$ cat src/hw/rtl/rle_atd_pkg.sv
`default_nettype none

package rle_atd_pkg;

    // Track layout
    localparam int CHANNELS     = 7;
    localparam int ROT_CHANNELS = 4;
    localparam logic [3:0] ROT_PRECISION = 4'd15;

    // Header byte fields
    localparam logic [7:0] HDR_RUN_MASK   = 8'b1000_0000;
    localparam logic [7:0] HDR_COUNT_MASK = 8'b0111_1111;

    // Frame position saturates here
    localparam logic [16:0] POS_MAX = 17'h1FFFF;

    // Register indexes on the configuration channel
    localparam logic REG_FRAME_COUNT   = 1'b0;
    localparam logic REG_POS_PRECISION = 1'b1;

    // Rounding thresholds for a remainder sum over 32767 (no ties, divisor is odd)
    localparam logic [15:0] ROUND_ONE = 16'd16384;
    localparam logic [15:0] ROUND_TWO = 16'd49151;

    typedef enum logic [2:0] {
        PH_LEN_LO = 3'd0,
        PH_LEN_HI = 3'd1,
        PH_BUD_LO = 3'd2,
        PH_BUD_HI = 3'd3,
        PH_HEADER = 3'd4,
        PH_SKIP   = 3'd5,
        PH_VAL_LO = 3'd6,
        PH_VAL_HI = 3'd7
    } phase_t;

    function automatic logic budget_positive(input logic [15:0] bud);
        return (bud != 16'd0) && !bud[15];
    endfunction

    // round(v * 2^(32-p) / 32767) without a divider.
    // With s = 32-p = 15*t + j, 2^15 == 1 (mod 32767) gives
    // X/32767 = m*Q_t + m/32767, m = |v|*2^j, Q_1 = 1, Q_2 = 2^15+1,
    // and m/32767 = h + (h+l)/32767 where m = h*2^15 + l.
    function automatic logic [33:0] scale_sample(input logic [15:0] raw,
                                                 input logic [3:0]  prec);
        logic        neg;
        logic [16:0] mag17;
        logic [15:0] mag;
        logic [5:0]  s;
        logic [3:0]  j;
        logic        t2;
        logic [29:0] m;
        logic [14:0] h;
        logic [14:0] l;
        logic [15:0] r;
        logic [1:0]  q2;
        logic [33:0] base;
        logic [33:0] q;
        neg   = raw[15];
        mag17 = neg ? (17'h10000 - {1'b0, raw}) : {1'b0, raw};
        mag   = mag17[15:0];
        s     = 6'd32 - {2'b00, prec};
        if (s >= 6'd30) begin
            j  = 4'(s - 6'd30);
            t2 = 1'b1;
        end else begin
            j  = 4'(s - 6'd15);
            t2 = 1'b0;
        end
        m  = {14'd0, mag} << j;
        h  = m[29:15];
        l  = m[14:0];
        r  = {1'b0, h} + {1'b0, l};
        q2 = (r >= ROUND_TWO) ? 2'd2 : ((r >= ROUND_ONE) ? 2'd1 : 2'd0);
        base = t2 ? (({4'd0, m} << 15) + {4'd0, m}) : {4'd0, m};
        q    = base + {19'd0, h} + {32'd0, q2};
        return neg ? (34'd0 - q) : q;
    endfunction

endpackage

`default_nettype wire

$ cat src/hw/rtl/rle_animation_track_decoder_unit.sv
// Run-length animation track decoder.
// Input: one track byte per beat on s_tdata (s_tvalid/s_tready). The byte
// stream is a 2-byte total length, then per channel a signed 16-bit budget
// and chunks (header, skip byte, one shared sample or one sample per frame).
// Output: exactly one beat per input byte on m_*. m_tuser[0] marks a run to
// write (channel, start frame, length, Q16 value in m_tdata), m_tuser[1] a
// run dropped for passing frame_count, m_tlast the byte that ends a track.
// Configuration: cfg_index 0 = frame_count, 1 = position_precision; write
// only while no byte is in flight.
// The result beat of a byte is loaded into the output register by the edge that accepts it.
// Throughput: one byte per cycle while the receiver takes each beat; the parser state
// and the output register both update in the accepting cycle, and s_tready follows the
// output register (ready when it is empty or being taken).
// Reset (aresetn low at a clock edge): parser back to the total length low
// byte, output register empty, frame_count = 1, position_precision = 15.
// When the receiver stalls, the result beat holds and s_tready drops until
// it is taken; no byte is lost.

`default_nettype none

module rle_animation_track_decoder_unit
    import rle_atd_pkg::*;
(
    input  wire logic        aclk,
    input  wire logic        aresetn,

    input  wire logic        s_tvalid,
    output logic             s_tready,
    input  wire logic [7:0]  s_tdata,   // [7:0] stream_byte

    output logic             m_tvalid,
    input  wire logic        m_tready,
    output logic [63:0]      m_tdata,   // [2:0] channel, [18:3] start_frame,
                                        // [25:19] run_length, [59:26] scaled_value,
                                        // [63:60] zero
    output logic [1:0]       m_tuser,   // [0] run_valid, [1] frame_overflow
    output logic             m_tlast,   // track_done

    input  wire logic        cfg_valid,
    output logic             cfg_ready,
    input  wire logic        cfg_index,
    input  wire logic [15:0] cfg_data
);

    // Configuration registers
    logic [15:0] frame_count_reg;
    logic [3:0]  precision_reg;

    // Parser state
    phase_t      phase_reg, phase_next;
    logic [2:0]  channel_reg, channel_next;
    logic [16:0] pos_reg, pos_next;
    logic [15:0] budget_reg, budget_next;
    logic        run_flag_reg, run_flag_next;
    logic [6:0]  cfl_reg, cfl_next;
    logic [7:0]  skip_reg, skip_next;
    logic [7:0]  low_reg, low_next;

    // Output register
    logic        out_valid_reg, out_valid_next;
    logic        res_valid_reg, res_valid;
    logic        res_ovf_reg, res_ovf;
    logic        res_done_reg, res_done;
    logic [2:0]  res_ch_reg, res_ch;
    logic [15:0] res_start_reg, res_start;
    logic [6:0]  res_len_reg, res_len;
    logic [33:0] res_val_reg, res_val;

    // Step helpers
    logic        s_fire;
    logic        do_end;
    logic        do_next;
    logic [7:0]  skip_src;
    logic [15:0] bud_new;
    logic [15:0] bud_sub;
    logic [15:0] raw;
    logic [3:0]  prec;
    logic [33:0] scaled;
    logic [6:0]  n;
    logic [17:0] pos_sum;
    logic [6:0]  cfl_dec;

    assign cfg_ready = 1'b1;
    assign s_tready  = !out_valid_reg || m_tready;
    assign s_fire    = s_tvalid && s_tready;

    assign m_tvalid = out_valid_reg;
    assign m_tdata  = {4'd0, res_val_reg, res_len_reg, res_start_reg, res_ch_reg};
    assign m_tuser  = {res_ovf_reg, res_valid_reg};
    assign m_tlast  = res_done_reg;

    // Sample path: scale the 16-bit sample formed by this byte and the held low byte
    assign raw     = {s_tdata, low_reg};
    assign prec    = (channel_reg < 3'(ROT_CHANNELS)) ? ROT_PRECISION : precision_reg;
    assign scaled  = scale_sample(raw, prec);
    assign n       = run_flag_reg ? cfl_reg : 7'd1;
    assign pos_sum = {1'b0, pos_reg} + {11'd0, n};
    assign cfl_dec = cfl_reg - 7'd1;
    assign bud_new = {s_tdata, low_reg};
    assign bud_sub = budget_reg - {{8{skip_src[7]}}, skip_src};

    // Next state and result for one byte
    always_comb begin
        phase_next    = phase_reg;
        channel_next  = channel_reg;
        pos_next      = pos_reg;
        budget_next   = budget_reg;
        run_flag_next = run_flag_reg;
        cfl_next      = cfl_reg;
        skip_next     = skip_reg;
        low_next      = low_reg;
        do_end        = 1'b0;
        do_next       = 1'b0;
        skip_src      = skip_reg;
        res_valid     = 1'b0;
        res_ovf       = 1'b0;
        res_done      = 1'b0;
        res_ch        = 3'd0;
        res_start     = 16'd0;
        res_len       = 7'd0;
        res_val       = 34'd0;

        unique case (phase_reg)
            PH_LEN_LO: begin
                phase_next = PH_LEN_HI;
            end
            PH_LEN_HI: begin
                phase_next = PH_BUD_LO;
            end
            PH_BUD_LO: begin
                low_next   = s_tdata;
                phase_next = PH_BUD_HI;
            end
            PH_BUD_HI: begin
                budget_next = bud_new;
                pos_next    = 17'd0;
                if (budget_positive(bud_new)) begin
                    phase_next = PH_HEADER;
                end else begin
                    do_next = 1'b1;
                end
            end
            PH_HEADER: begin
                run_flag_next = |(s_tdata & HDR_RUN_MASK);
                cfl_next      = 7'(s_tdata & HDR_COUNT_MASK);
                phase_next    = PH_SKIP;
            end
            PH_SKIP: begin
                skip_next = s_tdata;
                if (!run_flag_reg && (cfl_reg == 7'd0)) begin
                    skip_src = s_tdata;
                    do_end   = 1'b1;
                end else begin
                    phase_next = PH_VAL_LO;
                end
            end
            PH_VAL_LO: begin
                low_next   = s_tdata;
                phase_next = PH_VAL_HI;
            end
            PH_VAL_HI: begin
                if (n != 7'd0) begin
                    res_ch    = channel_reg;
                    res_start = pos_reg[15:0];
                    res_len   = n;
                    res_val   = scaled;
                    if (pos_sum > {2'b00, frame_count_reg}) begin
                        res_ovf = 1'b1;
                    end else begin
                        res_valid = 1'b1;
                    end
                    pos_next = pos_sum[17] ? POS_MAX : pos_sum[16:0];
                end
                if (run_flag_reg) begin
                    do_end = 1'b1;
                end else begin
                    cfl_next = cfl_dec;
                    if (cfl_dec == 7'd0) begin
                        do_end = 1'b1;
                    end else begin
                        phase_next = PH_VAL_LO;
                    end
                end
            end
        endcase

        // End of chunk: charge the skip byte to the budget
        if (do_end) begin
            budget_next = bud_sub;
            if (budget_positive(bud_sub)) begin
                phase_next = PH_HEADER;
            end else begin
                do_next = 1'b1;
            end
        end

        // End of channel: advance, or wrap to the next track
        if (do_next) begin
            pos_next = 17'd0;
            if (channel_reg >= 3'(CHANNELS - 1)) begin
                channel_next = 3'd0;
                phase_next   = PH_LEN_LO;
                res_done     = 1'b1;
            end else begin
                channel_next = channel_reg + 3'd1;
                phase_next   = PH_BUD_LO;
            end
        end
    end

    // Output register: load on each accepted beat, drop when taken
    always_comb begin
        if (s_fire) begin
            out_valid_next = 1'b1;
        end else if (m_tready) begin
            out_valid_next = 1'b0;
        end else begin
            out_valid_next = out_valid_reg;
        end
    end

    // Control and parser registers
    always_ff @(posedge aclk) begin
        if (!aresetn) begin
            phase_reg       <= PH_LEN_LO;
            channel_reg     <= 3'd0;
            pos_reg         <= 17'd0;
            budget_reg      <= 16'd0;
            run_flag_reg    <= 1'b0;
            cfl_reg         <= 7'd0;
            skip_reg        <= 8'd0;
            low_reg         <= 8'd0;
            out_valid_reg   <= 1'b0;
            frame_count_reg <= 16'd1;
            precision_reg   <= 4'd15;
        end else begin
            out_valid_reg <= out_valid_next;
            if (s_fire) begin
                phase_reg    <= phase_next;
                channel_reg  <= channel_next;
                pos_reg      <= pos_next;
                budget_reg   <= budget_next;
                run_flag_reg <= run_flag_next;
                cfl_reg      <= cfl_next;
                skip_reg     <= skip_next;
                low_reg      <= low_next;
            end
            if (cfg_valid && cfg_ready) begin
                case (cfg_index)
                    REG_FRAME_COUNT:   frame_count_reg <= cfg_data;
                    REG_POS_PRECISION: precision_reg   <= cfg_data[3:0];
                    default:           ;
                endcase
            end
        end
    end

    // Result payload
    always_ff @(posedge aclk) begin
        if (s_fire) begin
            res_valid_reg <= res_valid;
            res_ovf_reg   <= res_ovf;
            res_done_reg  <= res_done;
            res_ch_reg    <= res_ch;
            res_start_reg <= res_start;
            res_len_reg   <= res_len;
            res_val_reg   <= res_val;
        end
    end

`ifndef ASSERT_OFF
    // Every accepted byte leaves a result beat
    a_beat_follows: assert property (@(posedge aclk) disable iff (!aresetn)
        s_fire |=> m_tvalid)
        else $error("accepted byte produced no result beat");

    // A run, written or dropped, never has zero length
    a_run_len: assert property (@(posedge aclk) disable iff (!aresetn)
        m_tvalid && (m_tuser[0] || m_tuser[1]) |-> (m_tdata[25:19] != 7'd0))
        else $error("run with zero length");

    // A run is either written or dropped, not both
    a_run_excl: assert property (@(posedge aclk) disable iff (!aresetn)
        m_tvalid |-> !(m_tuser[0] && m_tuser[1]))
        else $error("run both written and dropped");

    // Channel index stays within the track
    a_channel_range: assert property (@(posedge aclk) disable iff (!aresetn)
        channel_reg <= 3'(CHANNELS - 1))
        else $error("channel index out of range");
`endif

endmodule

`default_nettype wire

$ cat config.mk
export PLATFORM = sky130hd
export DESIGN_NAME = rle_animation_track_decoder_unit
export DESIGN_NICKNAME = d
export VERILOG_FILES = /design/src/hw/rtl/rle_atd_pkg.sv /design/src/hw/rtl/rle_animation_track_decoder_unit.sv
export SDC_FILE = /design/constraint.sdc
export NUM_CORES = 1
export LEC_CHECK = 0
export BUFFER_PORTS_ARGS = -buffer_cell sky130_fd_sc_hd__clkbuf_2
export CAP_MARGIN = 20
export CORE_MARGIN = 2
export CORE_UTILIZATION = 55
export CTS_BUF_LIST = sky130_fd_sc_hd__clkbuf_16
export DETAILED_ROUTE_END_ITERATION = 10
export GPL_TIMING_DRIVEN = 1
export PLACE_DENSITY = 0.74
export SYNTH_ARGS = -nofsm -noshare
export SYNTH_HDL_FRONTEND = slang
export SYNTH_SLANG_ARGS = --single-unit
export TNS_END_PERCENT = 50
$ cat constraint.sdc
create_clock -name aclk -period 11.1 [get_ports aclk]
set_input_delay 1.11 -clock aclk [delete_from_list [all_inputs] [get_ports aclk]]
set_output_delay 1.11 -clock aclk [all_outputs]
set_load 0.05 [all_outputs]
==> impl_metrics.tcl, run 1 <==
set metrics [dict create \
    cts_num_sinks 147 \
    pre_cts_ws_ps 253.4 \
    leakagePower_nw 5.986 \
    row_count 56 \
    detail_route.wl_per_cell_um 17.73 \
    post_synth_xor_area_fraction_pct 7.942 \
    die_w_um 157.6 \
    drt.antenna.violating_nets 0 \
    max_freq_mhz 94.15 \
    end_kind "flip-flop" \
    worst_slack_on_hold_paths_ps 456.1 \
    crit_path_top_delay_cell "sky130_fd_sc_hd__or4_4" \
    postLayoutSetupSlackWorst_ps 478.8 \
    slew_headroom_pct 34.98 \
    finalWeightedCongestion 0.9736 \
    power.ir.vdd_worst_mv 0.1109 \
    clock_skew_ps 13.39 \
    sequential_area_share_after_synthesis_pct 27.53 \
    initial_core_util_pct 55.64 \
    synth.cell_area_um2 12980 \
    synth_flop_cell "sky130_fd_sc_hd__dfxtp_1" \
    yosys-top-cells-count "sky130_fd_sc_hd__nor2_1, sky130_fd_sc_hd__nand2_1, sky130_fd_sc_hd__a21oi_1" \
    synth.most_common_cell "sky130_fd_sc_hd__nor2_1" \
    power.switching_w 0.0004469 \
    nNetsFinal 1724 \
    fin_setup_tns_ps 0 \
    area_share_of_fa_ha_maj_cells_after_synthesis_pct 10.20 \
    synth_top_area_share_pct 14.57 \
    boundaryPins 100 \
    synth.ff_latch_count 147 \
    share_seq_of_total_power_pct 41.3 \
    ys_async_sr_fraction_pct 0 \
    flow.area_growth_from_synthesis_pct 9.957 \
    synth.avg_cell_area_um2 8.370 \
    antenna_found_initial 0 \
    worst-endpoint-required_ps 11270 \
    floorplan.die_area_um2 24850 \
    fin_crit_ps 10620 \
    internal_power_w 0.0009812 \
    numCtsBuffers 17 \
    grt_overflow_total 0 \
    number_of_buffers_inserted_by_port_buffering 94 \
    diodes 0 \
    timing.critical_path.slowest_cell_delay_ps 500 \
    timing.max_cap.violations 0 \
    largest_family_of_logic_cells_by_synthesized_area "simple AND/OR/NAND/NOR gates" \
    synthDominantAreaCellType "sky130_fd_sc_hd__edfxtp_1" \
    power-per-cell-area_nw_per_um2 100.0 \
    final-hold-violation-count 0 \
    total_setup_violations_reported_at_the_end_of_the_flow 0 \
    ys_top_cells_by_area "sky130_fd_sc_hd__edfxtp_1, sky130_fd_sc_hd__dfxtp_1, sky130_fd_sc_hd__ha_1" \
    cts_hold_repair.buffers 0 \
    share_of_post_route_cells_with_drive_strength_above_1_pct 15.69 \
    power.share.switching_pct 31.29 \
    dr.first_iter.drc_count 974 \
    die-height_um 157.6 \
    route.final.wire_length_um 34240 \
    worst_skew_pair.late_latency_ps 430 \
    synth_enable_flop_cells 63 \
    arr_time_crit_path_ps 10800 \
    combinationalPowerShare_pct 18.4 \
    worst-path-max-fanout 11 \
    grt_pass1_wl_um 54430 \
    synth_compound_gate_area_share_pct 20.70 \
    hp-class "flip-flop to flip-flop" \
    grt_setup_unrepaired "no" \
    h_tree_depth_reported_by_cts 4 \
    vias_per_cell 6.009 \
    layout_worst_path_cycle_share_pct 95.69 \
    ctsRootBufferMaster "sky130_fd_sc_hd__clkbuf_16" \
    synthSimpleGateAreaFrac_pct 23.02 \
    flip_flop_count_of_the_largest_register_after_layout 34 \
    mux_share_of_post_synthesis_cell_area_pct 4.983 \
    crit_path_frequent_cell "sky130_fd_sc_hd__ha_1" \
    vias 11600 \
    cts.reportedPaths.clkPinSlew_ps 70 \
    core-area_um2 23330 \
    final-max-slew-violation-count 0 \
    timing.setup.critical_path_class "flip-flop to flip-flop" \
    syn_inst 1551 \
    worst_slew_pin_slew_ps 973.3 \
    dpl.hpwl_um 25780 \
    power.clock.fraction_pct 40.3 \
    synth_warnings 0 \
    drc 0 \
    grt_util_all_layers_pct 27.34 \
    cts_tree "yes" \
    grt_pass1_vias 10620 \
    pin_count_of_the_biggest_net_entering_global_routing 65 \
    drt_first_pass_iters 6 \
    result_of_the_run "finished clean" \
    synth_cell_type_count 113 \
    cp-start-kind "flip-flop" \
    clk_path_buf_depth 2 \
]
[worst max-delay path, delay by kind of cell, from the launching register on]
| family | cells | cell delay [ps] |
|---|---|---|
| buffers and inverters | 2 | 290 |
| AOI/OAI and AO/OA | 19 | 4880 |
| adders and majority gates | 7 | 2400 |
| and+or+nand+nor | 8 | 2050 |
| DFF | 1 | 450 |
| xor gates and xnor gates | 2 | 300 |
[metrics by stage]
| step | instances | cell area (um2) | utilization [%] | total power (W) |
|---|---|---|---|---|
| 2_1_floorplan | 1554 | 12990 | - | 0.0008013 |
| 4_1_cts | 1926 | 14170 | 60.75 | 0.001427 |
| 3_3_place_gp | 1893 | 13570 | 58.16 | 0.0008553 |
| 5_1_grt | 1931 | 14270 | 61.18 | 0.001478 |
| 6_report | 1931 | 14270 | 61.18 | 0.001428 |
| 3_5_place_dp | 1894 | 13600 | 58.27 | 0.0008581 |
[worst paths after layout]
check	from	end	slack, ps	depth (start not counted)
setup / recovery	channel_reg[2]	res_val_reg[33]	480	38
hold / removal	frame_count_reg[9]	frame_count_reg[9]	460	2
setup reg to reg	channel_reg[2]	res_val_reg[33]	480	38
hold reg to reg	frame_count_reg[9]	frame_count_reg[9]	460	2
[metal layers]
| layer | track usage (%) | up-vias | share of wire [%] |
|---|---|---|---|
| met2 | 42.88 | 479 | 45 |
| met1 | 38.70 | 5423 | 45 |
| met3 | 3.997 | 69 | 6.8 |
| met4 | 8.918 | 0 | 2.4 |
| li1 | - | 5633 | - |
| met5 | 0 | - | 0 |
[cell usage in the layout, fill, tap and decap left out, types with 7 or more instances in the layout]
master                        n
sky130_fd_sc_hd__a311oi_1    13
sky130_fd_sc_hd__and2_1      37
sky130_fd_sc_hd__o31ai_1     19
sky130_fd_sc_hd__buf_4       18
sky130_fd_sc_hd__xnor2_1     64
sky130_fd_sc_hd__a31oi_1     21
sky130_fd_sc_hd__and3_1      21
sky130_fd_sc_hd__mux2i_1     42
sky130_fd_sc_hd__a21oi_1    101
sky130_fd_sc_hd__nand4_1     13
sky130_fd_sc_hd__clkbuf_2    94
sky130_fd_sc_hd__o21ai_0     66
sky130_fd_sc_hd__dfxtp_1     84
sky130_fd_sc_hd__or2_2        8
sky130_fd_sc_hd__nand2b_1     7
sky130_fd_sc_hd__nand3b_1     8
sky130_fd_sc_hd__or3_1       14
sky130_fd_sc_hd__nor3_1      36
sky130_fd_sc_hd__ha_1        77
sky130_fd_sc_hd__o21bai_1    12
sky130_fd_sc_hd__a211oi_1    11
sky130_fd_sc_hd__a31o_2       8
sky130_fd_sc_hd__a21o_1      18
sky130_fd_sc_hd__nor2b_1     13
sky130_fd_sc_hd__mux2_2       7
sky130_fd_sc_hd__edfxtp_1    63
sky130_fd_sc_hd__inv_1       78
sky130_fd_sc_hd__nand2_1    160
sky130_fd_sc_hd__clkbuf_16   17
sky130_fd_sc_hd__nor4_1       8
sky130_fd_sc_hd__o211ai_1    11
sky130_fd_sc_hd__fa_1        18
sky130_fd_sc_hd__xor2_1      46
sky130_fd_sc_hd__o21a_1       9
sky130_fd_sc_hd__nand3_1     53
sky130_fd_sc_hd__nor2_1     166
[power groups by stage]
stage	Clock, W	Combinational [W]	Sequential [W]
after global placement	0	0.000255	0.000600
final	0.000575	0.000263	0.000589
after floorplan	0	0.000167	0.000634
after global routing	0.000601	0.000286	0.000591
after detailed placement	0	0.000257	0.000601
after CTS	0.000580	0.000258	0.000589
[cell type report]
cell class | instances | area [um2]
fillers | 2067 | 9059
multi-input cells | 1236 | 8765
flip-flops and latches | 147 | 3573
repair buffers | 114 | 648.1
clock buffers | 17 | 425.4
well taps | 319 | 399.1
inverters | 83 | 311.5
clock inverters | 15 | 151.4
[cells by family (layout without fill, tap and decap cells)]
group,after synthesis,count (layout)
other,2,5
AND/OR/NAND/NOR,593,594
multiplexers,57,57
AO/OA/AOI/OAI,371,371
adder cells (fa/ha/maj),95,95
flip-flops,147,147
buffers and inverters,172,229
XOR/XNOR,114,114
[what timing repair did]
action                                  in CTS  in global routing
resized for setup                            0                 13
endpoints found under the setup margin       0                 16
setup buffers                                0                  3
(Power assumes the default switching activity.)
==> run 2: changes to the inputs <==
--- a/config.mk
+++ b/config.mk
@@ -11,7 +11,7 @@
 export CORE_UTILIZATION = 55
 export CTS_BUF_LIST = sky130_fd_sc_hd__clkbuf_16
 export DETAILED_ROUTE_END_ITERATION = 10
-export GPL_TIMING_DRIVEN = 1
+export GPL_TIMING_DRIVEN = 0
 export PLACE_DENSITY = 0.74
 export SYNTH_ARGS = -nofsm -noshare
 export SYNTH_HDL_FRONTEND = slang
==> impl_metrics.tcl, run 2 (synthesis results as in run 1) <==
set metrics [dict create \
    share_of_post_route_cells_with_drive_strength_above_1_pct 15.41 \
    die-height_um 157.6 \
    fin_crit_ps 10630 \
    detail_route.wl_per_cell_um 18.16 \
    end_kind "flip-flop" \
    number_of_buffers_inserted_by_port_buffering 87 \
    cp-start-kind "flip-flop" \
    dr.first_iter.drc_count 924 \
    power.ir.vdd_worst_mv 0.08856 \
    grt_pass1_vias 10970 \
    flow.area_growth_from_synthesis_pct 12.35 \
    drc 0 \
    row_count 56 \
    grt_pass1_wl_um 56830 \
    worst-endpoint-required_ps 11280 \
    timing.setup.critical_path_class "flip-flop to flip-flop" \
    final-hold-violation-count 0 \
    nNetsFinal 1793 \
    finalWeightedCongestion 0.9469 \
    mostFrequentLayoutCell "sky130_fd_sc_hd__nor2_1" \
    pre_cts_ws_ps -228.1 \
    grt_overflow_total 0 \
    total_setup_violations_reported_at_the_end_of_the_flow 0 \
    cts.reportedPaths.clkPinSlew_ps 70 \
    timing.critical_path.slowest_cell_delay_ps 460 \
    max_freq_mhz 94.04 \
    worst_skew_pair.late_latency_ps 430 \
    arr_time_crit_path_ps 10810 \
    clk_path_buf_depth 2 \
    grt_util_all_layers_pct 28.99 \
    worst-path-max-fanout 10 \
    drt.antenna.violating_nets 0 \
    dpl.hpwl_um 28240 \
    leakagePower_nw 6.080 \
    timing.max_cap.violations 0 \
    cts_num_sinks 147 \
    numCtsBuffers 17 \
    diodes 0 \
    slew_headroom_pct 37.02 \
    h_tree_depth_reported_by_cts 4 \
    crit_path_top_delay_cell "sky130_fd_sc_hd__or4_4" \
    layout_worst_path_cycle_share_pct 95.80 \
    clock_skew_ps 15.29 \
    cts_hold_repair.buffers 0 \
    ctsRootBufferMaster "sky130_fd_sc_hd__clkbuf_16" \
    route.final.wire_length_um 36320 \
    die_w_um 157.6 \
    hp-class "flip-flop to flip-flop" \
    result_of_the_run "finished clean" \
    final-max-slew-violation-count 0 \
    worst_slew_pin_slew_ps 940.3 \
    vias_per_cell 5.950 \
    design_power_total_w 0.001428 \
    most-common-layout-cells "sky130_fd_sc_hd__nor2_1, sky130_fd_sc_hd__nand2_1, sky130_fd_sc_hd__a21oi_1, sky130_fd_sc_hd__clkbuf_2, sky130_fd_sc_hd__dfxtp_1" \
    postLayoutSetupSlackWorst_ps 466.5 \
    pin_count_of_the_biggest_net_entering_global_routing 42 \
    vias 11900 \
    boundaryPins 100 \
    initial_core_util_pct 55.64 \
    drt_first_pass_iters 8 \
    core-area_um2 23330 \
    antenna_found_initial 0 \
    flip_flop_count_of_the_largest_register_after_layout 34 \
    cts_tree "yes" \
    power-per-cell-area_nw_per_um2 97.92 \
    floorplan.die_area_um2 24850 \
]
## run 2: cell types whose count changed in the layout (fill, tap and decap cells not counted), moves of 3 or more
| cell | delta |
|---|---|
| sky130_fd_sc_hd__buf_2 | +7 |
| sky130_fd_sc_hd__buf_6 | +3 |
| sky130_fd_sc_hd__clkbuf_1 | +61 |
| sky130_fd_sc_hd__buf_1 | +6 |
| sky130_fd_sc_hd__clkbuf_2 | -5 |
## run 2: final timing paths
kind | cells after the start | endpoint | slack [ps] | startpoint
setup / recovery | 42 | res_val_reg[28] | 470 | channel_reg[2]
hold reg to reg | 2 | frame_count_reg[13] | 450 | frame_count_reg[13]
hold / removal | 2 | frame_count_reg[13] | 450 | frame_count_reg[13]
setup reg to reg | 42 | res_val_reg[28] | 470 | channel_reg[2]
## run 2: cell type report
class                           instances  area, um2
Clock buffer                           17      425.4
Inverter                               83      311.5
Tap cell                              319      399.1
Fill cell                            2093       8748
Clock inverter                         15      142.6
Buffer                                 89      412.9
Timing Repair Buffer                   95      508.0
Sequential cell                       147       3575
Multi-Input combinational cell       1235       8810
## run 2: timing repair
action / 4_1_cts / 5_1_grt
gates cloned: 0 / 0
endpoints found under the hold margin: 0 / 0
setup endpoints to repair: 6 / 17
pin swaps: 0 / 5
resized for setup: 4 / 20
buffers inserted: 1 / 6
## run 2: per-stage QoR
stage	std cells	hold slack (ps)	TNS, ps	instance area [um2]	util, %
floorplan	1554	431.9	0	12990	-
global placement	1960	440.9	-832.5	13830	59.26
detailed placement	1961	447.5	-1359	13850	59.35
CTS	1994	457.2	0	14450	61.93
global route	2000	475.0	-55.30	14580	62.51
finish	2000	454.4	0	14580	62.51
## run 2: power breakdown
part	internal, W	leakage, nW	switching [W]	total (W)
sequential	0.000579	1.32	0.00000785	0.000587
clock	0.000297	0.282	0.000268	0.000565
combinational	0.0000900	4.48	0.000187	0.000277
## run 2: critical path: cells and delay by family (launching register included)
| family | cells | cell delay, ps |
|---|---|---|
| mux | 2 | 500 |
| xor+xnor | 3 | 550 |
| fa+ha+maj | 7 | 2370 |
| buf+inv | 6 | 920 |
| flops | 1 | 400 |
| simple gates | 9 | 2160 |
| compound gates | 15 | 3480 |
## run 2: layer usage
metal | wire length [um] | global-route usage (%)
met1 | 16610 | 40.58
met2 | 16750 | 47.72
met3 | 2161 | 2.601
met4 | 799 | 8.528
met5 | 0 | 0
